===== config.mk =====
export PLATFORM = sky130hd
export DESIGN_NAME = gameport_axis_capture_normalize_top
export DESIGN_NICKNAME = d
export VERILOG_FILES = /design/src/sv/gpacn_pkg.sv /design/src/sv/gpacn_div.sv /design/src/sv/gpacn_dp.sv /design/src/sv/gpacn_ctrl.sv /design/src/sv/gameport_axis_capture_normalize_top.sv
export SDC_FILE = /design/constraint.sdc
export NUM_CORES = 1
export LEC_CHECK = 0
export BUFFER_PORTS_ARGS = -buffer_cell sky130_fd_sc_hd__buf_2
export CAP_MARGIN = 10
export CORE_AREA = 10 10 298 157
export DETAILED_ROUTE_END_ITERATION = 16
export DIE_AREA = 0 0 308 167
export HOLD_SLACK_MARGIN = 0.02
export PLACE_DENSITY = 0.75
export SKIP_CTS_REPAIR_TIMING = 1
export SLEW_MARGIN = 25
export SYNTH_ARGS = -nofsm -noshare
export SYNTH_HDL_FRONTEND = slang
export SYNTH_SLANG_ARGS = --single-unit
export TNS_END_PERCENT = 1

===== constraint.sdc =====
create_clock -name aclk -period 14.9 [get_ports aclk]
set_clock_uncertainty 0.2 [all_clocks]
set_input_delay 0.745 -clock aclk [delete_from_list [all_inputs] [get_ports aclk]]
set_output_delay 0.745 -clock aclk [all_outputs]
set_load 0.01 [all_outputs]

===== src/sv/gpacn_pkg.sv =====
// Shared types and constants for the gameport axis capture and normalize block.
// No dependencies; imported by every module of the block.
package gpacn_pkg;

    localparam int NUM_AXES  = 4;
    localparam int AX_IDX_W  = 2;
    localparam int TIME_W    = 32;
    localparam int AXIS_W    = 16;
    localparam int NUM_W     = 31;
    localparam int CNT_W     = 5;
    localparam int CFG_IDX_W = 3;
    localparam int CFG_DAT_W = 16;

    localparam logic CMD_TRIGGER = 1'b0;
    localparam logic CMD_POLL    = 1'b1;

    localparam logic [CFG_IDX_W-1:0] REG_JOY_SEL  = 3'd0;
    localparam logic [CFG_IDX_W-1:0] REG_CENTER_X = 3'd1;
    localparam logic [CFG_IDX_W-1:0] REG_MIN_X    = 3'd2;
    localparam logic [CFG_IDX_W-1:0] REG_MAX_X    = 3'd3;
    localparam logic [CFG_IDX_W-1:0] REG_CENTER_Y = 3'd4;
    localparam logic [CFG_IDX_W-1:0] REG_MIN_Y    = 3'd5;
    localparam logic [CFG_IDX_W-1:0] REG_MAX_Y    = 3'd6;

    localparam logic [AXIS_W-1:0] RST_CENTER = 16'd2500;
    localparam logic [AXIS_W-1:0] RST_MIN    = 16'd0;
    localparam logic [AXIS_W-1:0] RST_MAX    = 16'd5000;

    localparam logic [NUM_W-1:0]  NEG_LIMIT  = 31'd32768;
    localparam logic [NUM_W-1:0]  POS_LIMIT  = 31'd32767;

    typedef struct packed {
        logic setup_en;
        logic div_start;
        logic load_out;
        logic axis_idx;
    } ctrl_cmd_t;

    typedef struct packed {
        logic finish;
        logic div_done;
        logic div_busy;
        logic out_free;
    } ctrl_stat_t;

endpackage


===== src/sv/gpacn_div.sv =====
// Restoring serial divider, one quotient bit per cycle.
// Depends on gpacn_pkg for operand widths.
module gpacn_div (
    input  logic                        aclk,
    input  logic                        aresetn,
    input  logic                        start,
    input  logic [gpacn_pkg::NUM_W-1:0] num,
    input  logic [gpacn_pkg::AXIS_W-1:0] den,
    output logic [gpacn_pkg::NUM_W-1:0] quo,
    output logic                        busy,
    output logic                        done
);
    import gpacn_pkg::*;

    logic [AXIS_W-1:0] rem_reg, rem_next;
    logic [NUM_W-1:0]  quo_reg, quo_next;
    logic [CNT_W-1:0]  cnt_reg, cnt_next;
    logic              busy_reg, busy_next;
    logic              done_reg, done_next;
    logic [AXIS_W:0]   trial;
    logic [AXIS_W:0]   diff;
    logic              ge;

    always_comb begin
        trial     = {rem_reg, quo_reg[NUM_W-1]};
        diff      = trial - {1'b0, den};
        ge        = trial >= {1'b0, den};
        rem_next  = rem_reg;
        quo_next  = quo_reg;
        cnt_next  = cnt_reg;
        busy_next = busy_reg;
        done_next = 1'b0;
        if (start) begin
            rem_next  = '0;
            quo_next  = num;
            cnt_next  = CNT_W'(NUM_W);
            busy_next = 1'b1;
        end else if (busy_reg) begin
            rem_next = ge ? diff[AXIS_W-1:0] : trial[AXIS_W-1:0];
            quo_next = {quo_reg[NUM_W-2:0], ge};
            cnt_next = cnt_reg - 1'b1;
            if (cnt_reg == CNT_W'(1)) begin
                busy_next = 1'b0;
                done_next = 1'b1;
            end
        end
    end

    always_ff @(posedge aclk) begin
        rem_reg <= rem_next;
        quo_reg <= quo_next;
        cnt_reg <= cnt_next;
        if (!aresetn) begin
            busy_reg <= 1'b0;
            done_reg <= 1'b0;
        end else begin
            busy_reg <= busy_next;
            done_reg <= done_next;
        end
    end

    assign quo  = quo_reg;
    assign busy = busy_reg;
    assign done = done_reg;

endmodule


===== src/sv/gpacn_dp.sv =====
// Datapath: configuration registers, pulse capture state, scaling setup,
// divider and result register. Depends on gpacn_pkg and gpacn_div.
module gpacn_dp #(
    parameter int TIMEOUT_US = 5000
) (
    input  logic                            aclk,
    input  logic                            aresetn,
    input  logic                            cfg_we,
    input  logic [gpacn_pkg::CFG_IDX_W-1:0] cfg_index,
    input  logic [gpacn_pkg::CFG_DAT_W-1:0] cfg_data,
    input  logic                            in_accept,
    input  logic                            s_command,
    input  logic [gpacn_pkg::TIME_W-1:0]    s_time_us,
    input  logic [7:0]                      s_port_bits,
    input  gpacn_pkg::ctrl_cmd_t            cmd,
    output gpacn_pkg::ctrl_stat_t           stat,
    output logic                            m_valid,
    input  logic                            m_ready,
    output logic                            m_axis_index,
    output logic signed [gpacn_pkg::AXIS_W-1:0] m_axis_value,
    output logic                            m_unresolved,
    output logic [1:0]                      m_buttons,
    output logic                            m_last
);
    import gpacn_pkg::*;

    localparam logic [AXIS_W-1:0] TIMEOUT_T = AXIS_W'(TIMEOUT_US);
    localparam logic [TIME_W-1:0] TIMEOUT_E = TIME_W'(TIMEOUT_US);

    logic              joy_sel_reg;
    logic [AXIS_W-1:0] center_x_reg, min_x_reg, max_x_reg;
    logic [AXIS_W-1:0] center_y_reg, min_y_reg, max_y_reg;

    logic                measuring_reg, measuring_next;
    logic [NUM_AXES-1:0] pending_reg, pending_next;
    logic [TIME_W-1:0]   start_reg, start_next;
    logic [AXIS_W-1:0]   axis_time_reg [NUM_AXES];
    logic [AXIS_W-1:0]   axis_time_next [NUM_AXES];
    logic [1:0]          btn_reg, btn_next;

    logic [TIME_W-1:0] elapsed;
    logic [AXIS_W-1:0] stored;
    logic              finish;

    logic [AX_IDX_W-1:0] ax;
    logic [AXIS_W-1:0]   raw, center, lo, hi, mag, den;
    logic [NUM_W-1:0]    shifted;
    logic                neg;
    logic                neg_reg, degen_reg, unres_reg;
    logic [NUM_W-1:0]    num_reg;
    logic [AXIS_W-1:0]   den_reg;

    logic [NUM_W-1:0]    quo;
    logic                div_busy, div_done;

    logic [AXIS_W:0]     neg_mag;
    logic [AXIS_W-1:0]   value;

    logic                m_valid_reg;
    logic                m_index_reg, m_unres_reg;
    logic [AXIS_W-1:0]   m_value_reg;
    logic [1:0]          m_btn_reg;

    always_ff @(posedge aclk) begin
        if (!aresetn) begin
            joy_sel_reg  <= 1'b0;
            center_x_reg <= RST_CENTER;
            min_x_reg    <= RST_MIN;
            max_x_reg    <= RST_MAX;
            center_y_reg <= RST_CENTER;
            min_y_reg    <= RST_MIN;
            max_y_reg    <= RST_MAX;
        end else if (cfg_we) begin
            case (cfg_index)
                REG_JOY_SEL:  joy_sel_reg  <= cfg_data[0];
                REG_CENTER_X: center_x_reg <= cfg_data;
                REG_MIN_X:    min_x_reg    <= cfg_data;
                REG_MAX_X:    max_x_reg    <= cfg_data;
                REG_CENTER_Y: center_y_reg <= cfg_data;
                REG_MIN_Y:    min_y_reg    <= cfg_data;
                REG_MAX_Y:    max_y_reg    <= cfg_data;
                default: ;
            endcase
        end
    end

    always_comb begin
        elapsed        = s_time_us - start_reg;
        stored         = (|elapsed[TIME_W-1:AXIS_W]) ? '1 : elapsed[AXIS_W-1:0];
        measuring_next = measuring_reg;
        pending_next   = pending_reg;
        start_next     = start_reg;
        btn_next       = btn_reg;
        for (int i = 0; i < NUM_AXES; i++) begin
            axis_time_next[i] = axis_time_reg[i];
        end
        finish = 1'b0;
        if (in_accept) begin
            if (s_command == CMD_TRIGGER) begin
                measuring_next = 1'b1;
                pending_next   = '1;
                start_next     = s_time_us;
                for (int i = 0; i < NUM_AXES; i++) begin
                    axis_time_next[i] = TIMEOUT_T;
                end
            end else if (measuring_reg) begin
                for (int i = 0; i < NUM_AXES; i++) begin
                    if (pending_reg[i] && !s_port_bits[i]) begin
                        axis_time_next[i] = stored;
                        pending_next[i]   = 1'b0;
                    end
                end
                if (pending_next == '0 || elapsed >= TIMEOUT_E) begin
                    finish         = 1'b1;
                    measuring_next = 1'b0;
                    btn_next       = joy_sel_reg ? ~s_port_bits[7:6] : ~s_port_bits[5:4];
                end
            end
        end
    end

    always_ff @(posedge aclk) begin
        start_reg <= start_next;
        btn_reg   <= btn_next;
        if (!aresetn) begin
            measuring_reg <= 1'b0;
            pending_reg   <= '0;
            for (int i = 0; i < NUM_AXES; i++) begin
                axis_time_reg[i] <= TIMEOUT_T;
            end
        end else begin
            measuring_reg <= measuring_next;
            pending_reg   <= pending_next;
            for (int i = 0; i < NUM_AXES; i++) begin
                axis_time_reg[i] <= axis_time_next[i];
            end
        end
    end

    always_comb begin
        ax      = {joy_sel_reg, cmd.axis_idx};
        raw     = axis_time_reg[ax];
        center  = cmd.axis_idx ? center_y_reg : center_x_reg;
        lo      = cmd.axis_idx ? min_y_reg : min_x_reg;
        hi      = cmd.axis_idx ? max_y_reg : max_x_reg;
        neg     = raw < center;
        mag     = neg ? (center - raw) : (raw - center);
        den     = neg ? (center - lo) : (hi - center);
        shifted = {mag, 15'd0};
    end

    always_ff @(posedge aclk) begin
        if (cmd.setup_en) begin
            neg_reg   <= neg;
            degen_reg <= neg ? (center <= lo) : (hi <= center);
            unres_reg <= pending_reg[ax];
            num_reg   <= neg ? shifted : (shifted - NUM_W'(mag));
            den_reg   <= den;
        end
    end

    gpacn_div u_div (
        .aclk    (aclk),
        .aresetn (aresetn),
        .start   (cmd.div_start),
        .num     (num_reg),
        .den     (den_reg),
        .quo     (quo),
        .busy    (div_busy),
        .done    (div_done)
    );

    always_comb begin
        neg_mag = (quo > NEG_LIMIT) ? NEG_LIMIT[AXIS_W:0] : quo[AXIS_W:0];
        if (degen_reg) begin
            value = '0;
        end else if (neg_reg) begin
            value = AXIS_W'(-neg_mag);
        end else begin
            value = (quo > POS_LIMIT) ? POS_LIMIT[AXIS_W-1:0] : quo[AXIS_W-1:0];
        end
    end

    always_ff @(posedge aclk) begin
        if (cmd.load_out) begin
            m_index_reg <= cmd.axis_idx;
            m_value_reg <= value;
            m_unres_reg <= unres_reg;
            m_btn_reg   <= btn_reg;
        end
        if (!aresetn) begin
            m_valid_reg <= 1'b0;
        end else if (cmd.load_out) begin
            m_valid_reg <= 1'b1;
        end else if (m_ready) begin
            m_valid_reg <= 1'b0;
        end
    end

    assign stat.finish   = finish;
    assign stat.div_done = div_done;
    assign stat.div_busy = div_busy;
    assign stat.out_free = !m_valid_reg || m_ready;

    assign m_valid      = m_valid_reg;
    assign m_axis_index = m_index_reg;
    assign m_axis_value = m_value_reg;
    assign m_unresolved = m_unres_reg;
    assign m_buttons    = m_btn_reg;
    assign m_last       = m_index_reg;

endmodule


===== src/sv/gpacn_ctrl.sv =====
// Controller: accepts items and sequences setup, division and output of both axes.
// Depends on gpacn_pkg for the command and status structs.
module gpacn_ctrl (
    input  logic                  aclk,
    input  logic                  aresetn,
    input  logic                  s_valid,
    output logic                  s_ready,
    input  gpacn_pkg::ctrl_stat_t stat,
    output gpacn_pkg::ctrl_cmd_t  cmd
);
    import gpacn_pkg::*;

    localparam logic [2:0] ST_IDLE  = 3'd0;
    localparam logic [2:0] ST_SETUP = 3'd1;
    localparam logic [2:0] ST_START = 3'd2;
    localparam logic [2:0] ST_DIV   = 3'd3;
    localparam logic [2:0] ST_EMIT  = 3'd4;

    logic [2:0] state_reg, state_next;
    logic       idx_reg, idx_next;

    always_comb begin
        state_next    = state_reg;
        idx_next      = idx_reg;
        s_ready       = 1'b0;
        cmd.setup_en  = 1'b0;
        cmd.div_start = 1'b0;
        cmd.load_out  = 1'b0;
        cmd.axis_idx  = idx_reg;
        case (state_reg)
            ST_IDLE: begin
                s_ready = 1'b1;
                if (s_valid && stat.finish) begin
                    idx_next   = 1'b0;
                    state_next = ST_SETUP;
                end
            end
            ST_SETUP: begin
                cmd.setup_en = 1'b1;
                state_next   = ST_START;
            end
            ST_START: begin
                cmd.div_start = 1'b1;
                state_next    = ST_DIV;
            end
            ST_DIV: begin
                if (stat.div_done) begin
                    state_next = ST_EMIT;
                end
            end
            ST_EMIT: begin
                if (stat.out_free) begin
                    cmd.load_out = 1'b1;
                    if (idx_reg) begin
                        state_next = ST_IDLE;
                    end else begin
                        idx_next   = 1'b1;
                        state_next = ST_SETUP;
                    end
                end
            end
            default: begin
                state_next = ST_IDLE;
            end
        endcase
    end

    always_ff @(posedge aclk) begin
        if (!aresetn) begin
            state_reg <= ST_IDLE;
            idx_reg   <= 1'b0;
        end else begin
            state_reg <= state_next;
            idx_reg   <= idx_next;
        end
    end

endmodule


===== src/sv/gameport_axis_capture_normalize_top.sv =====
// Gameport axis capture and normalize, top level. Depends on gpacn_pkg, gpacn_ctrl, gpacn_dp.
// Trigger items and polls that do not end a measurement are taken while idle, with s_ready high.
// A poll that ends a measurement occupies the block with a ready receiver: per axis setup,
// divider load, one divider step per quotient bit, done, output load; output stalls add to this.
// The first result is loaded at the output before setup of the second axis begins.
// Reset is synchronous, active low: clears control state and restores register defaults.
module gameport_axis_capture_normalize_top #(
    parameter int TIMEOUT_US = 5000
) (
    input  logic                                aclk,
    input  logic                                aresetn,
    input  logic                                cfg_valid,
    output logic                                cfg_ready,
    input  logic [gpacn_pkg::CFG_IDX_W-1:0]     cfg_index,
    input  logic [gpacn_pkg::CFG_DAT_W-1:0]     cfg_data,
    input  logic                                s_valid,
    output logic                                s_ready,
    input  logic                                s_command,
    input  logic [gpacn_pkg::TIME_W-1:0]        s_time_us,
    input  logic [7:0]                          s_port_bits,
    output logic                                m_valid,
    input  logic                                m_ready,
    output logic                                m_axis_index,
    output logic signed [gpacn_pkg::AXIS_W-1:0] m_axis_value,
    output logic                                m_unresolved,
    output logic [1:0]                          m_buttons,
    output logic                                m_last
);
    import gpacn_pkg::*;

    ctrl_cmd_t  cmd;
    ctrl_stat_t stat;
    logic       in_accept;

    assign cfg_ready = 1'b1;
    assign in_accept = s_valid && s_ready;

    gpacn_ctrl u_ctrl (
        .aclk    (aclk),
        .aresetn (aresetn),
        .s_valid (s_valid),
        .s_ready (s_ready),
        .stat    (stat),
        .cmd     (cmd)
    );

    gpacn_dp #(
        .TIMEOUT_US (TIMEOUT_US)
    ) u_dp (
        .aclk         (aclk),
        .aresetn      (aresetn),
        .cfg_we       (cfg_valid && cfg_ready),
        .cfg_index    (cfg_index),
        .cfg_data     (cfg_data),
        .in_accept    (in_accept),
        .s_command    (s_command),
        .s_time_us    (s_time_us),
        .s_port_bits  (s_port_bits),
        .cmd          (cmd),
        .stat         (stat),
        .m_valid      (m_valid),
        .m_ready      (m_ready),
        .m_axis_index (m_axis_index),
        .m_axis_value (m_axis_value),
        .m_unresolved (m_unresolved),
        .m_buttons    (m_buttons),
        .m_last       (m_last)
    );

`ifndef ASSERT_OFF
    a_no_accept_while_dividing: assert property (@(posedge aclk) disable iff (!aresetn)
        in_accept |-> !stat.div_busy)
        else $error("item accepted while divider busy");

    a_last_not_repeated: assert property (@(posedge aclk) disable iff (!aresetn)
        m_valid && m_ready && m_last |=> !(m_valid && m_last))
        else $error("second result repeated");

    a_load_only_when_free: assert property (@(posedge aclk) disable iff (!aresetn)
        cmd.load_out |-> stat.out_free && !s_ready)
        else $error("result loaded over a pending item");
`endif

endmodule


==> impl_summary.log <==
[metrics] initial standard-cell utilization of the core: 49.5%
[metrics] power per unit of standard cell area: 124 nW/um^2
[metrics] Crit path required time: 15,000 ps
[metrics] DIE AREA: 51,400 sq um
[metrics] iteration count of the initial detailed-routing pass: 6
[metrics] warnings from Yosys: 0
[metrics] clock tree from TritonCTS: yes
[metrics] root cell of the clock tree: clkbuf_16
[metrics] largest family of logic cells by synthesized area: simple AND/OR/NAND/NOR gates
[metrics] count of endpoints failing setup in the final report: 0
[metrics] total negative setup slack: 0 ps
[metrics] arrival time at the worst endpoint: 7230 ps
[metrics] Synthesized Nets: 2,420
[metrics] RSZ-0062 raised after global routing: false
[metrics] standard cell with the maximum stage delay on the critical path: mux2i_1
[metrics] sequential group share of total power: 41.3%
[metrics] overall routing resource usage: 22.4%
[metrics] Synth Cell Area: 20,500 sq um
[metrics] family with the most delay on the worst path: simple AND/OR/NAND/NOR gates
[metrics] Avg Inst Size Synth: 9.18 sq um
[metrics] peak clock frequency supported by timing: 0.140 GHz
[metrics] routed vias/inst: 6.04
[metrics] final-report max-slew violation count: 0
[metrics] FILL cells: 3,678
[metrics] largest cells by area after synthesis: edfxtp_1, dfxtp_1, nand2_1
[metrics] clock slew at the register clock pins of the worst setup and hold paths: 70 ps
[metrics] max capacitance violation total: 0
[metrics] insertion delay to the later sink of the worst-skew pair: 590 ps
[metrics] adder and majority cell fraction of the synthesized area: 7.60%
[metrics] via count of the first global-routing pass: 16,100
[metrics] wire length the detailed router placed on met1: 28,600 um
[metrics] most used flip-flop cell after synthesis: edfxtp_1
[metrics] number of antenna violations at the first check in global routing: 1
[metrics] topmost layer with routed signal wires: met4
[metrics] number of instances in the synthesized netlist: 2,234
[metrics] number of buffers and inverters on the critical path: 1
[metrics] Worst Max-Slew Pin Slew: 1040 ps
[metrics] number of clock sinks: 329
[metrics] final routed DRC violation total: 0
[metrics] Crit Path Max Fanout: 55
[metrics] multiplexer share of the synthesized area: 5.53%
[metrics] global-route wire length before repair: 92,800 um
[metrics] total of flip-flops plus latches after synthesis: 329
[metrics] maximum number of pins on one net before global-route repair: 120
[metrics] switching portion of total power: 33.0%
[metrics] final hold slack: 150 ps
[metrics] fraction of synthesized cell area taken by the top area cell type: 29.1%
[metrics] maximum buffer depth of the clock tree: 3
[metrics] cell-internal power: 1.86 mW
[metrics] leakage power: 8.73 nW
[metrics] post-synthesis sequential area ratio: 41.8%
[metrics] post-detail-place hpwl: 45,200 um
[metrics] number of buffers added by the clock tree synthesis step: 30
[metrics] crit-path cells: buf_4 > mux2i_1 > fa_1 > a21oi_1 > o21ai_2 > a21oi_4 > and3_4 > nor2_8 > nor2_1 > a2111oi_0 > a21oi_1 > xor2_1 > ha_1 > nand4_1 > nor4_2 > or4b_1 > nor4b_2 > xnor2_1
[metrics] EDFF count, synth: 199
[metrics] Crit path largest cell delay: 870 ps
[metrics] Post-layout nets: 2,457
[metrics] Area Overhead vs Synth: 9.62%
[metrics] Logic pwr share: 27.6%
[metrics] share of cells above drive strength 1: 11.2%
[metrics] placer's final routability congestion estimate: 0.993
[metrics] Hold/Removal Path Class: input port to register
[metrics] share of the synthesized area in compound gates (AO/OA/AOI/OAI): 17.2%
[metrics] switching power of the nets: 0.918 mW
[metrics] count of endpoints failing hold in the final timing report: 0
[metrics] flip-flop count of the largest register, all copies and words added: 64
[metrics] critical path type: register to register
[metrics] status: finished clean
[metrics] Unique masters post-synth: 105
[metrics] DIE HEIGHT: 167 um
[metrics] most frequent cells in the layout: nand2_1, edfxtp_1, a21oi_1
[metrics] largest voltage drop on the vdd net: 0.0000877 V
[metrics] most common cell after layout, fill and taps aside: nand2_1
[metrics] number of levels in the clock H-tree: 1
[metrics] area fraction in and, or, nand and nor cells after synthesis: 19.9%
[metrics] clock power share: 31.1%
[metrics] aggregate routed wire length: 59,300 um
[metrics] Die Width: 308 um
[metrics] headroom to the max-slew limit: 30.3%
[metrics] count of input and output buffers: 87
[metrics] Routed WL per cell: 20.8 um
[metrics] Worst setup SP type: register
[metrics] core area: 41,400 sq um
[metrics] Post-DRT Antenna Nets: 0
[metrics] Via Count: 17,200
[metrics] endpoint class of the critical path: register
[metrics] leftover overflow at the end of global routing: 0
[metrics] cell type with the largest total area after synthesis: edfxtp_1
[metrics] most repeated library cell on the critical path: a21oi_1
[metrics] portion of the clock cycle consumed by the worst path in the final layout: 47.8%
[metrics] met3 wirelength from detailed routing: 7580 um
[metrics] Starting DRT DRC Count: 1,799
[metrics] row count: 53
[metrics] xor/xnor share of the synthesized area: 3.33%
[metrics] detailed route wirelength on metal2: 22,100 um
[metrics] Top-Level Pins: 89
[metrics] share of flip-flops with an asynchronous set or reset: 0%
[metrics] time the final worst path needs with I/O delays and setup: 7130 ps
kinds of logic after synthesis:
group	after synthesis
adder cells (fa/ha/maj)	121
multiplexers	90
XOR/XNOR	78
AO/OA/AOI/OAI	532
flip-flops	329
other	1
AND/OR/NAND/NOR	851
buffers and inverters	232
stage by stage:
| stage | util, % | instances | total power [mW] | cell area (sq um) | setup WS [ps] |
|---|---|---|---|---|---|
| after floorplan | - | 2234 | 1.71 | 20500 | 8730 |
| after CTS | 54.3 | 2845 | 2.77 | 22500 | 7850 |
| after global routing | 54.3 | 2846 | 2.92 | 22500 | 7040 |
| final | 54.3 | 2846 | 2.78 | 22500 | 7770 |
| after global placement | 51.5 | 2789 | 1.89 | 21400 | 7870 |
| after detailed placement | 51.6 | 2789 | 1.91 | 21400 | 7850 |
worst paths after layout:
kind,start,end,cells past startpoint,slack [ps]
max,u_ctrl.idx_reg,u_dp.num_reg[25],18,7770
min,s_time_us[19],u_dp.start_reg[19],1,150
max reg2reg,u_ctrl.idx_reg,u_dp.num_reg[25],18,7770
min reg2reg,u_dp.btn_reg[1],u_dp.m_buttons[1],0,230
layer usage:
metal | up-vias | track usage, %
li1 | 8116 | -
met1 | 8183 | 34.3
met2 | 825 | 29.0
met3 | 75 | 8.61
met4 | 0 | 3.85
met5 | - | 0.484
cells in the mapped netlist, types with 55 or more instances:
library cell    n
nand2_1       388
ha_1          115
a21oi_1       140
o21ai_0        94
inv_1         126
dfxtp_1       130
nand3_1        71
xnor2_1        55
clkbuf_1       76
mux2i_1        56
nor2_1        126
edfxtp_1      199
a21boi_0       87
final cells by class:
| type | count | area, sq um | share of cell area [%] |
|---|---|---|---|
| Antenna cell | 1 | 2.50 | 0.0111 |
| Clock buffer | 39 | 953 | 4.24 |
| Clock inverter | 17 | 160 | 0.712 |
| Inverter | 127 | 477 | 2.12 |
| Multi-Input combinational cell | 1673 | 11000 | 49.0 |
| Sequential cell | 329 | 8580 | 38.2 |
| Tap cell | 550 | 688 | 3.06 |
| Timing Repair Buffer | 110 | 608 | 2.70 |
power groups by stage:
stage,clock (mW),sequential [mW],combinational (mW)
floorplan,0,1.14,0.561
global placement,0,1.16,0.728
detailed placement,0,1.17,0.746
CTS,0.874,1.15,0.752
global route,0.909,1.16,0.849
finish,0.863,1.15,0.767
Power figures use the tool's default switching activity.
